<file path="src/hdl/dpp_pkg.sv">
// Shared types, widths and register codes for the depth pixel back-projection pipeline.
`timescale 1ns / 1ps
`default_nettype none
package dpp_pkg;

  // Pipeline depth: each stage carries its own valid bit
  localparam int NumStages = 5;

  // Field widths
  localparam int DepthW  = 16;
  localparam int CoordW  = 12;
  localparam int ScaleW  = 32;
  localparam int RecipW  = 24;
  localparam int CenterW = 16;
  localparam int FwdW    = 20;
  localparam int LatW    = 21;

  // Configuration port
  localparam int CfgIdxW  = 3;
  localparam int CfgDataW = 32;

  // Internal arithmetic widths
  localparam int CoordFracW = 4;
  localparam int DiffW   = CoordW + CoordFracW + 1;
  localparam int MagW    = DiffW - 1;
  localparam int ZProdW  = DepthW + ScaleW;
  localparam int ZW      = 32;
  localparam int ZHalfW  = ZW / 2;
  localparam int AW      = MagW + RecipW;
  localparam int PartW   = AW + ZHalfW;
  localparam int SumW    = PartW + 1;
  localparam int LoW     = SumW - ZHalfW;
  localparam int FinalShift = 12;
  localparam int MagOutW = SumW - FinalShift;

  // Rounding constants and saturation limits
  localparam logic [ZProdW:0]  ZRound   = (ZProdW + 1)'(32768);
  localparam logic [SumW-1:0]  LatRound = SumW'(64'd1 << 27);
  localparam logic [FwdW-1:0]  FwdMax   = {FwdW{1'b1}};
  localparam logic [LatW-1:0]  LatPosMax = {1'b0, {(LatW - 1){1'b1}}};
  localparam logic [LatW-1:0]  LatNegMag = {1'b1, {(LatW - 1){1'b0}}};

  typedef logic [NumStages-1:0] stage_en_t;

  typedef enum logic [CfgIdxW-1:0] {
    CfgDepthScale = 3'd0,
    CfgRecipX     = 3'd1,
    CfgRecipY     = 3'd2,
    CfgCenterX    = 3'd3,
    CfgCenterY    = 3'd4
  } cfg_idx_e;

  typedef struct packed {
    logic [ScaleW-1:0]  depth_scale;
    logic [RecipW-1:0]  recip_x;
    logic [RecipW-1:0]  recip_y;
    logic [CenterW-1:0] center_x;
    logic [CenterW-1:0] center_y;
  } cfg_t;

endpackage
`default_nettype wire

</file>
<file path="src/hdl/dpp_cfg.sv">
// Configuration register file for the camera intrinsics and depth scale.
`timescale 1ns / 1ps
`default_nettype none
module dpp_cfg (
  input  logic                          clk_i,
  input  logic                          rst_ni,
  input  logic                          we_i,
  input  logic [dpp_pkg::CfgIdxW-1:0]   idx_i,
  input  logic [dpp_pkg::CfgDataW-1:0]  data_i,
  output dpp_pkg::cfg_t                 cfg_o
);
  import dpp_pkg::*;

  cfg_t cfg_d, cfg_q;

  always_comb begin
    cfg_d = cfg_q;
    if (we_i) begin
      case (cfg_idx_e'(idx_i))
        CfgDepthScale: cfg_d.depth_scale = data_i[ScaleW-1:0];
        CfgRecipX:     cfg_d.recip_x     = data_i[RecipW-1:0];
        CfgRecipY:     cfg_d.recip_y     = data_i[RecipW-1:0];
        CfgCenterX:    cfg_d.center_x    = data_i[CenterW-1:0];
        CfgCenterY:    cfg_d.center_y    = data_i[CenterW-1:0];
        default:       cfg_d = cfg_q;
      endcase
    end
  end

  always_ff @(posedge clk_i or negedge rst_ni) begin
    if (!rst_ni) begin
      cfg_q.depth_scale <= ScaleW'(6554);
      cfg_q.recip_x     <= RecipW'(27962);
      cfg_q.recip_y     <= RecipW'(27962);
      cfg_q.center_x    <= CenterW'(5120);
      cfg_q.center_y    <= CenterW'(3840);
    end else begin
      cfg_q <= cfg_d;
    end
  end

  assign cfg_o = cfg_q;

endmodule
`default_nettype wire

</file>
<file path="config.mk">
export PLATFORM = sky130hd
export DESIGN_NAME = dpp_cfg
export DESIGN_NICKNAME = d
export VERILOG_FILES = /design/src/hdl/dpp_pkg.sv /design/src/hdl/dpp_cfg.sv
export SDC_FILE = /design/constraint.sdc
export NUM_CORES = 1
export LEC_CHECK = 0
export BUFFER_PORTS_ARGS = -buffer_cell sky130_fd_sc_hd__buf_4
export CORE_UTILIZATION = 45
export DETAILED_ROUTE_END_ITERATION = 8
export PLACE_DENSITY = 0.79
export SLEW_MARGIN = 20
export SYNTH_ARGS = -nofsm -noshare
export SYNTH_HDL_FRONTEND = slang
export SYNTH_SLANG_ARGS = --single-unit
</file>
<file path="constraint.sdc">
create_clock -name clk_i -period 2.2 [get_ports clk_i]
set_input_delay 0.11 -clock clk_i [delete_from_list [all_inputs] [get_ports clk_i]]
set_output_delay 0.11 -clock clk_i [all_outputs]
set_load 0.005 [all_outputs]
</file>
==> impl_metrics.csv <==
group,metric,value,unit
sta,totalNegativeSetupSlack,0,ps
routing,wirelength,9010,µm
worst_setup_path,worstPathRequired,2440,ps
synthesis,ys_seq_area_share,66.3,%
placed_design,post-dp-hpwl,6150,µm
power,ir_drop,0.516,mV
synthesis,synth_warnings,0,
clock_network,post_cts_resized,0,
clock_network,cts_tree,"yes",
worst_setup_path,endpoint_kind,"register",
synthesis,synth_cell_types,10,
worst_setup_path,cp_num_buf_inv,2,
worst_setup_path,crit_type,"input pin to register",
run,cap_violations,0,
routing,drt_iter0_markers,31,
routing,wl_per_cell,16.3,µm
die,rows,35,
sta,slew_headroom,58.3,%
placed_design,gp_congestion,0.691,
die,die_h,99.6,µm
global_routing,grt_usage,19.4,%
sta,slew_violations,0,
routing,drc,0,
clock_network,cts_root_buf,"clkbuf_8",
global_routing,grt_max_degree,50,
global_routing,grt_pass1_wl,14800,µm
sta,finalSetupViolations,0,
sta,worst_pin_slew,623,ps
placed_design,io_buffers,149,
sta,fmax,875,MHz
global_routing,grt_overflow_total,0,
layout,final_common_cell,"buf_4",
synthesis,synth-seq-cells,112,
layout,largest_reg_flops,112,
hold_path,min_path_type,"input pin to register",
synthesis,syn_avg_cell_area,17.8,µm²
worst_setup_path,critPathMaxFanout,32,
routing,dr_total_vias,2688,
layout,syn2layout_area_growth,39.3,%
clock_network,postCtsSetupBuffers,0,
die,core-area,9240,µm²
clock_network,cts_buffer_depth,2,
clock_network,cts.clk_slew.worst_paths,110,ps
synthesis,synth_fp_nets,279,
global_routing,grt_pass1_vias,2869,
synthesis,syn_area,4280,µm²
clock_network,clock_sinks,112,
status,status,"complete, no violations",
worst_setup_path,crit_family,"buffers and inverters",
layout,mostFrequentLayoutCells,"155 x buf_4, 99 x mux2_2, 81 x dfrtp_1",
worst_setup_path,reg2reg_depth,1,
placed_design,dpl_worst_slack,677,ps
die,dieArea,9910,µm²
power,p_total,5.39,mW
worst_setup_path,cp_common_cell,"buf_4",
sta,whs,18.6,ps
synthesis,syn_inst,241,
sta,fin_crit_sh,51.9,%
layout,drive_gt1_share,71.9,%
routing,firstDrtPassIters,4,
sta,rsz0062_at_grt,"false",
sta,clock_skew,0,ps
sta,min_period,1140,ps
clock_network,cts_buffers,9,
layout,diodes,0,
worst_setup_path,path_depth,4,
worst_setup_path,start_kind,"input pin",
die,die_w,99.6,µm
sta,fin_ws,1060,ps
worst_setup_path,path_cells,"buf_4 -> nor4b_4 -> buf_4 -> mux2_2",
die,ios,150,
worst_setup_path,slowest_stage,"buf_4",
sta,hold_violations,0,
layout,final_nets,457,
clock_network,clock_latency,340,ps
routing,ant_nets,0,
power,cellPowerDensity,904,nW/µm²
routing,via_per_inst,4.86,
clock_network,h-tree-depth,3,
hold_path,min_delay_path_depth,2,
die,start_util,46.4,%
worst_setup_path,arrival,1380,ps
power,p_leak,2.75,nW
worst_setup_path,slowest_delay,450,ps
global_routing,antenna_found_initial,0,
==> power by group <==
group / total (mW) / internal [mW] / switching, mW
registers: 2.85 / 2.60 / 0.249
clock network: 1.15 / 0.490 / 0.665
logic: 1.39 / 0.938 / 0.452
total: 5.39 / 4.03 / 1.37
==> final timing paths <==
kind / from / to / slack [ps]
worst min register to register: cfg_o[82] / cfg_o[82] / 500
min in group asynchronous: rst_ni / cfg_o[74] / 270
worst min-delay path: data_i[12] / cfg_o[44] / 20
max in group asynchronous: rst_ni / cfg_o[11] / 1170
worst max register to register: cfg_o[17] / cfg_o[17] / 1410
worst max-delay path: idx_i[0] / cfg_o[86] / 1060
==> cells by family (layout without fill, tap and decap cells) <==
family	after synthesis	in the layout	synth area share (%)
multiplexers	112	112	29.4
flip-flops	112	112	66.3
buffers and inverters	12	195	2.57
AND/OR/NAND/NOR	5	5	1.66
==> per-layer routing <==
layer / up-vias / global-route usage (%) / routed length, µm
li1: 1211 / - / -
met3: 10 / 4.50 / 482
met4: 0 / 6.11 / 99
met1: 1370 / 23.7 / 3660
met2: 97 / 34.1 / 4780
met5: - / 0 / 0
==> through the flow <==
| stage | area (µm²) | instances | util (%) |
|---|---|---|---|
| floorplan | 4280 | 241 | - |
| global placement | 5550 | 514 | 60.1 |
| detailed placement | 5550 | 514 | 60.1 |
| CTS | 5970 | 553 | 64.6 |
| global route | 5970 | 553 | 64.6 |
| finish | 5970 | 553 | 64.6 |
==> cell type report <==
| cell class | count | area, µm² |
|---|---|---|
| clock buffers | 11 | 153 |
| fillers | 680 | 3270 |
| flip-flops and latches | 112 | 2840 |
| repair buffers | 179 | 1410 |
| well taps | 129 | 161 |
| multi-input cells | 117 | 1360 |
| clock inverters | 5 | 37.5 |
==> what timing repair did <==
item | 4_1_cts | 5_1_grt
setup endpoints to repair | 0 | 0
hold buffers | 23 | 0
hold endpoints to repair | 69 | 0
==> synth_stat cells <==
master / count / area (µm²)
mux2_2: 99 / 1110
dfrtp_1: 81 / 2030
dfstp_2: 31 / 815
mux2_1: 13 / 146
buf_6: 8 / 90.1
buf_2: 4 / 20.0
nor4bb_1: 2 / 20.0
and4bb_1: 1 / 12.5
nand4b_2: 1 / 15.0
nor4b_4: 1 / 23.8
(Power assumes the default switching activity.)
