===== src/hdl/dpp_pkg.sv =====
// Shared types, widths and register codes for the depth pixel back-projection pipeline.
`timescale 1ns / 1ps
`default_nettype none
package dpp_pkg;

  // Pipeline depth: each stage carries its own valid bit
  localparam int NumStages = 5;

  // Field widths
  localparam int DepthW  = 16;
  localparam int CoordW  = 12;
  localparam int ScaleW  = 32;
  localparam int RecipW  = 24;
  localparam int CenterW = 16;
  localparam int FwdW    = 20;
  localparam int LatW    = 21;

  // Configuration port
  localparam int CfgIdxW  = 3;
  localparam int CfgDataW = 32;

  // Internal arithmetic widths
  localparam int CoordFracW = 4;
  localparam int DiffW   = CoordW + CoordFracW + 1;
  localparam int MagW    = DiffW - 1;
  localparam int ZProdW  = DepthW + ScaleW;
  localparam int ZW      = 32;
  localparam int ZHalfW  = ZW / 2;
  localparam int AW      = MagW + RecipW;
  localparam int PartW   = AW + ZHalfW;
  localparam int SumW    = PartW + 1;
  localparam int LoW     = SumW - ZHalfW;
  localparam int FinalShift = 12;
  localparam int MagOutW = SumW - FinalShift;

  // Rounding constants and saturation limits
  localparam logic [ZProdW:0]  ZRound   = (ZProdW + 1)'(32768);
  localparam logic [SumW-1:0]  LatRound = SumW'(64'd1 << 27);
  localparam logic [FwdW-1:0]  FwdMax   = {FwdW{1'b1}};
  localparam logic [LatW-1:0]  LatPosMax = {1'b0, {(LatW - 1){1'b1}}};
  localparam logic [LatW-1:0]  LatNegMag = {1'b1, {(LatW - 1){1'b0}}};

  typedef logic [NumStages-1:0] stage_en_t;

  typedef enum logic [CfgIdxW-1:0] {
    CfgDepthScale = 3'd0,
    CfgRecipX     = 3'd1,
    CfgRecipY     = 3'd2,
    CfgCenterX    = 3'd3,
    CfgCenterY    = 3'd4
  } cfg_idx_e;

  typedef struct packed {
    logic [ScaleW-1:0]  depth_scale;
    logic [RecipW-1:0]  recip_x;
    logic [RecipW-1:0]  recip_y;
    logic [CenterW-1:0] center_x;
    logic [CenterW-1:0] center_y;
  } cfg_t;

endpackage
`default_nettype wire


===== src/hdl/dpp_lane.sv =====
// One lateral axis: offset from center, reciprocal scaling, depth product, rounding, saturation.
`timescale 1ns / 1ps
`default_nettype none
module dpp_lane (
  input  logic                               clk_i,
  input  dpp_pkg::stage_en_t                 en_i,
  input  logic [dpp_pkg::CoordW-1:0]         coord_i,
  input  logic [dpp_pkg::CenterW-1:0]        center_i,
  input  logic [dpp_pkg::RecipW-1:0]         recip_i,
  input  logic [dpp_pkg::ZW-1:0]             z_i,
  output logic signed [dpp_pkg::LatW-1:0]    lat_o
);
  import dpp_pkg::*;

  // Stage 1: signed offset in Q4, split into sign and magnitude
  logic [DiffW-1:0] diff, diff_neg;
  logic             sgn1_d, sgn1_q;
  logic [MagW-1:0]  mag1_d, mag1_q;

  assign diff     = {1'b0, coord_i, {CoordFracW{1'b0}}} - {1'b0, center_i};
  assign diff_neg = DiffW'(0) - diff;
  assign sgn1_d   = diff[DiffW-1];
  assign mag1_d   = sgn1_d ? diff_neg[MagW-1:0] : diff[MagW-1:0];

  // Stage 2: magnitude times focal reciprocal
  logic          sgn2_q;
  logic [AW-1:0] a2_d, a2_q;
  assign a2_d = AW'(mag1_q) * AW'(recip_i);

  // Stage 3: two partial products against the depth halves
  logic             sgn3_q;
  logic [PartW-1:0] plo3_d, plo3_q, phi3_d, phi3_q;
  assign plo3_d = PartW'(a2_q) * PartW'(z_i[ZHalfW-1:0]);
  assign phi3_d = PartW'(a2_q) * PartW'(z_i[ZW-1:ZHalfW]);

  // Stage 4: round the low partial product
  logic             sgn4_q;
  logic [SumW-1:0]  lo_sum;
  logic [LoW-1:0]   lo4_d, lo4_q;
  logic [PartW-1:0] phi4_q;
  assign lo_sum = {1'b0, plo3_q} + LatRound;
  assign lo4_d  = lo_sum[SumW-1:ZHalfW];

  // Stage 5: combine, drop the fraction, saturate and negate for output axes
  logic [SumW-1:0]    hi_sum;
  logic [MagOutW-1:0] mag5;
  logic [LatW-1:0]    pos_cap, neg_cap, lat_d, lat_q;
  assign hi_sum  = {1'b0, phi4_q} + SumW'(lo4_q);
  assign mag5    = hi_sum[SumW-1:FinalShift];
  assign pos_cap = (mag5 > MagOutW'(LatPosMax)) ? LatPosMax : mag5[LatW-1:0];
  assign neg_cap = (mag5 > MagOutW'(LatNegMag)) ? LatNegMag : mag5[LatW-1:0];
  // negative offset means negative x, so the output axis is positive
  assign lat_d   = sgn4_q ? pos_cap : (LatW'(0) - neg_cap);

  always_ff @(posedge clk_i) begin
    if (en_i[0]) begin
      sgn1_q <= sgn1_d;
      mag1_q <= mag1_d;
    end
    if (en_i[1]) begin
      sgn2_q <= sgn1_q;
      a2_q   <= a2_d;
    end
    if (en_i[2]) begin
      sgn3_q <= sgn2_q;
      plo3_q <= plo3_d;
      phi3_q <= phi3_d;
    end
    if (en_i[3]) begin
      sgn4_q <= sgn3_q;
      lo4_q  <= lo4_d;
      phi4_q <= phi3_q;
    end
    if (en_i[4]) begin
      lat_q <= lat_d;
    end
  end

  assign lat_o = lat_q;

endmodule
`default_nettype wire


===== config.mk =====
export PLATFORM = sky130hd
export DESIGN_NAME = dpp_lane
export DESIGN_NICKNAME = d
export VERILOG_FILES = /design/src/hdl/dpp_pkg.sv /design/src/hdl/dpp_lane.sv
export SDC_FILE = /design/constraint.sdc
export NUM_CORES = 2
export LEC_CHECK = 0
export BUFFER_PORTS_ARGS = -buffer_cell sky130_fd_sc_hd__buf_2
export CORE_ASPECT_RATIO = 2
export CORE_UTILIZATION = 30
export CTS_CLUSTER_SIZE = 30
export DETAILED_ROUTE_END_ITERATION = 7
export HOLD_SLACK_MARGIN = 0.1
export SETUP_SLACK_MARGIN = 0.5
export SYNTH_ARGS = -nofsm -noshare
export SYNTH_HDL_FRONTEND = slang
export SYNTH_SLANG_ARGS = --single-unit

===== constraint.sdc =====
create_clock -name clk_i -period 14.02 [get_ports clk_i]
set_input_delay 2.804 -clock clk_i [delete_from_list [all_inputs] [get_ports clk_i]]
set_output_delay 2.804 -clock clk_i [all_outputs]
set_load 0.1 [all_outputs]

==> impl_metrics.py <==
metrics = {
    "run_status": {
        "status": "complete, but fails checks",
        "violations": "design-rule violations",
    },
    "setup_path": {
        "arrival_ns": 10.74,
        "cp-end-kind": "flip-flop",
        "startpoint_type": "primary input",
        "reg2reg_to": "plo3_q[54]",
        "reg2reg_slack_ns": 5.88,
        "cp_data_required_time_ns": 14.41,
        "reg2reg_depth": 24,
        "worstSetupPathType": "in2reg",
        "timing.rr.start": "a2_q[12]",
        "critical_path.max_fanout": 40,
    },
    "floorplan": {
        "rows": 239,
        "die_w_um": 328.6,
        "core_area_um2": 212000,
        "dieArea_um2": 215300,
        "die_height_um": 655.2,
        "pin_count": 111,
        "start_util": 0.3019,
    },
    "final_layout": {
        "multi_input_area_um2": 48510,
        "fillers": 21810,
        "final_common_cell": "inv_1",
        "drive_gt1_frac": 0.04010,
        "area_growth_pct": 7.037,
        "register_area_um2": 8228,
        "fin_cells": 9667,
        "final_cell_mix": "1605 x inv_1, 1365 x fa_1, 1279 x nand2_1",
        "layout.nets": 8730,
    },
    "detailed_routing": {
        "drt-total-wl_um": 186900,
        "drc": 20,
        "wl_per_cell_um": 19.33,
        "first_pass_iters": 8,
        "dr.first_iter.drc_count": 2409,
        "via_per_inst": 4.908,
        "ant_nets": 0,
        "via_count": 47440,
    },
    "sta": {
        "tns_ns": 0,
        "tightest_slew_ns": 1.348,
        "hold_viol_final": 0,
        "rsz0062_at_grt": "no",
        "setup_viol": 0,
        "skew_ns": 0.06212,
        "max_slew_margin": 0.1015,
        "fin_crit_sh": 0.7388,
        "period_needed_ns": 10.36,
        "fmax_mhz": 96.55,
        "finalMaxSlewViolations": 0,
    },
    "synth": {
        "synth_top_flop_cell": "edfxtp_1",
        "synth_edf_count": 274,
        "ys_ff_latch": 274,
        "netlist_instances": 6976,
        "async_flop_share": 0,
        "netlist_area_um2": 64010,
        "avgSynthCellArea_um2": 9.176,
        "synthDistinctLibCells": 95,
        "ys_warn_count": 0,
        "synth_area_leaders": "fa_1 43%, edfxtp_1 13%, inv_1 9.4%, ha_1 8.2%, nand2_1 7.5%",
        "synth_area_leader_cell": "fa_1",
        "synth_top_area_share": 0.4269,
        "synth_nets": 8851,
        "yosysSeqAreaShare": 0.1285,
    },
    "clocking": {
        "cts_tree": "built",
        "cts_num_sinks": 274,
        "worst_setup_hold_path_clk_slew_ns": 0.07,
        "insertion_delay_ns": 0.66,
        "cts_setup_buffers": 0,
        "cts_root_buffer": "clkbuf_16",
        "cts_resized": 0,
        "cts_buffers": 37,
        "cts.path.max_buffers": 3,
        "h-tree-depth": 2,
        "holdBufCountCts": 0,
    },
    "hold_path": {
        "hold_path_depth": 0,
        "hold-path-endpoint": "phi4_q[23]",
        "hold_path_class": "reg2reg",
        "hp-start": "phi3_q[23]",
    },
    "placed_design": {
        "place_congestion": 0.8949,
        "place_hpwl_um": 143700,
        "dp.cells": 9587,
        "port_buffers": 110,
    },
    "global_routing": {
        "first_global_vias": 54160,
        "grt_pass1_wl_um": 294200,
        "antenna_found_initial": 26,
        "grt_overflow": 0,
        "grt_use_total": 0.1774,
        "grt_max_degree": 69,
    },
    "run": {
        "drv_cap": 0,
    },
}
==> per-stage QoR <==
stage	setup slack, ns	util	hold slack, ns	instance area (um^2)
floorplan	4.415	-	0.4003	64010
global placement	3.124	0.3172	0.4014	67240
detailed placement	3.078	0.3172	0.4045	67240
CTS	3.764	0.3230	0.4110	68480
global route	3.232	0.3230	0.4217	68480
finish	3.662	0.3231	0.4170	68510
==> kinds of logic (layout without fill, tap and decap cells) <==
logic type                 count (synthesis)  in the layout  share of synthesized area
AOI/OAI and AO/OA                        572            572                    0.06044
and+or+nand+nor                         2208           2208                     0.1609
adders and majority gates               1785           1785                     0.5090
DFF                                      274            274                     0.1285
muxes                                      8              8                   0.001271
other                                      0             13                          0
buffers and inverters                   1937           1844                     0.1136
xor gates and xnor gates                 192            192                    0.02627
==> worst max path at each step <==
stage,from,endpoint,slack [ns],cells after the start
after CTS,z_i[1],plo3_q[54],3.76,26
after detailed placement,z_i[1],plo3_q[54],3.08,26
after global routing,z_i[1],plo3_q[54],3.23,26
final,z_i[8],plo3_q[54],3.66,26
after floorplan,z_i[23],phi3_q[53],4.41,26
after global placement,z_i[1],plo3_q[54],3.12,26
==> state kept, by name, indices dropped and copies added (netlist names) <==
register  count
sgn3_q        1
lo4_q        41
a2_q         40
sgn1_q        1
plo3_q       40
lat_o        21
sgn2_q        1
phi3_q       56
sgn4_q        1
mag1_q       16
phi4_q       56
==> critical path: stages <==
cell and delay [ns]:
buf_2 0.77, nand2_1 0.22, fa_1 0.56, inv_1 0.06
fa_1 0.52, inv_1 0.07, fa_1 0.53, inv_1 0.05
fa_1 0.47, fa_1 0.50, inv_1 0.05, fa_1 0.47
inv_1 0.04, ha_1 0.28, nand4_1 0.10, nor2_1 0.06
a211oi_1 0.73, nand4_1 0.24, a31oi_1 0.75, a211oi_1 0.24
o21ai_0 0.33, nand3_1 0.21, a31oi_1 0.26, nand2b_1 0.13
a21oi_1 0.19, xnor2_1 0.08
==> synthesized netlist by cell type, types with 15 or more instances <==
| cell | instances |
|---|---|
| xnor2_1 | 136 |
| nor2_1 | 117 |
| o21ai_0 | 73 |
| nor3_1 | 51 |
| xor2_1 | 56 |
| and2_1 | 526 |
| o21ai_1 | 18 |
| nor2b_1 | 22 |
| o21bai_1 | 28 |
| o211ai_1 | 15 |
| a21oi_1 | 163 |
| ha_1 | 420 |
| and3_1 | 34 |
| nand3_1 | 50 |
| a211oi_1 | 27 |
| clkbuf_1 | 329 |
| nand2b_1 | 18 |
| a31oi_1 | 28 |
| nand4_1 | 35 |
| fa_1 | 1365 |
| edfxtp_1 | 274 |
| or3_1 | 17 |
| nand2_1 | 1279 |
| o21a_1 | 25 |
| a21o_1 | 83 |
| inv_1 | 1605 |
==> per-layer routing <==
layer	routed length, um	GRT usage	up-vias	share of wire
li1	-	-	20670	-
met1	62370	0.1733	24470	0.33
met5	152	0	-	0.00081
met3	9456	0.02485	689	0.051
met2	103200	0.3487	1595	0.55
met4	11670	0.1001	22	0.062
==> final cells by class <==
type                    instances  area share
well taps                    2771     0.05060
flip-flops and latches        274      0.1201
clock buffers                  38     0.01357
diodes                         13   0.0004748
repair buffers                170     0.01468
multi-input cells            4765      0.7080
inverters                    1607     0.08804
clock inverters                29    0.004511
Power is not shown: default switching activity piles up to over one toggle a cycle in this logic, so the estimate is an artifact.
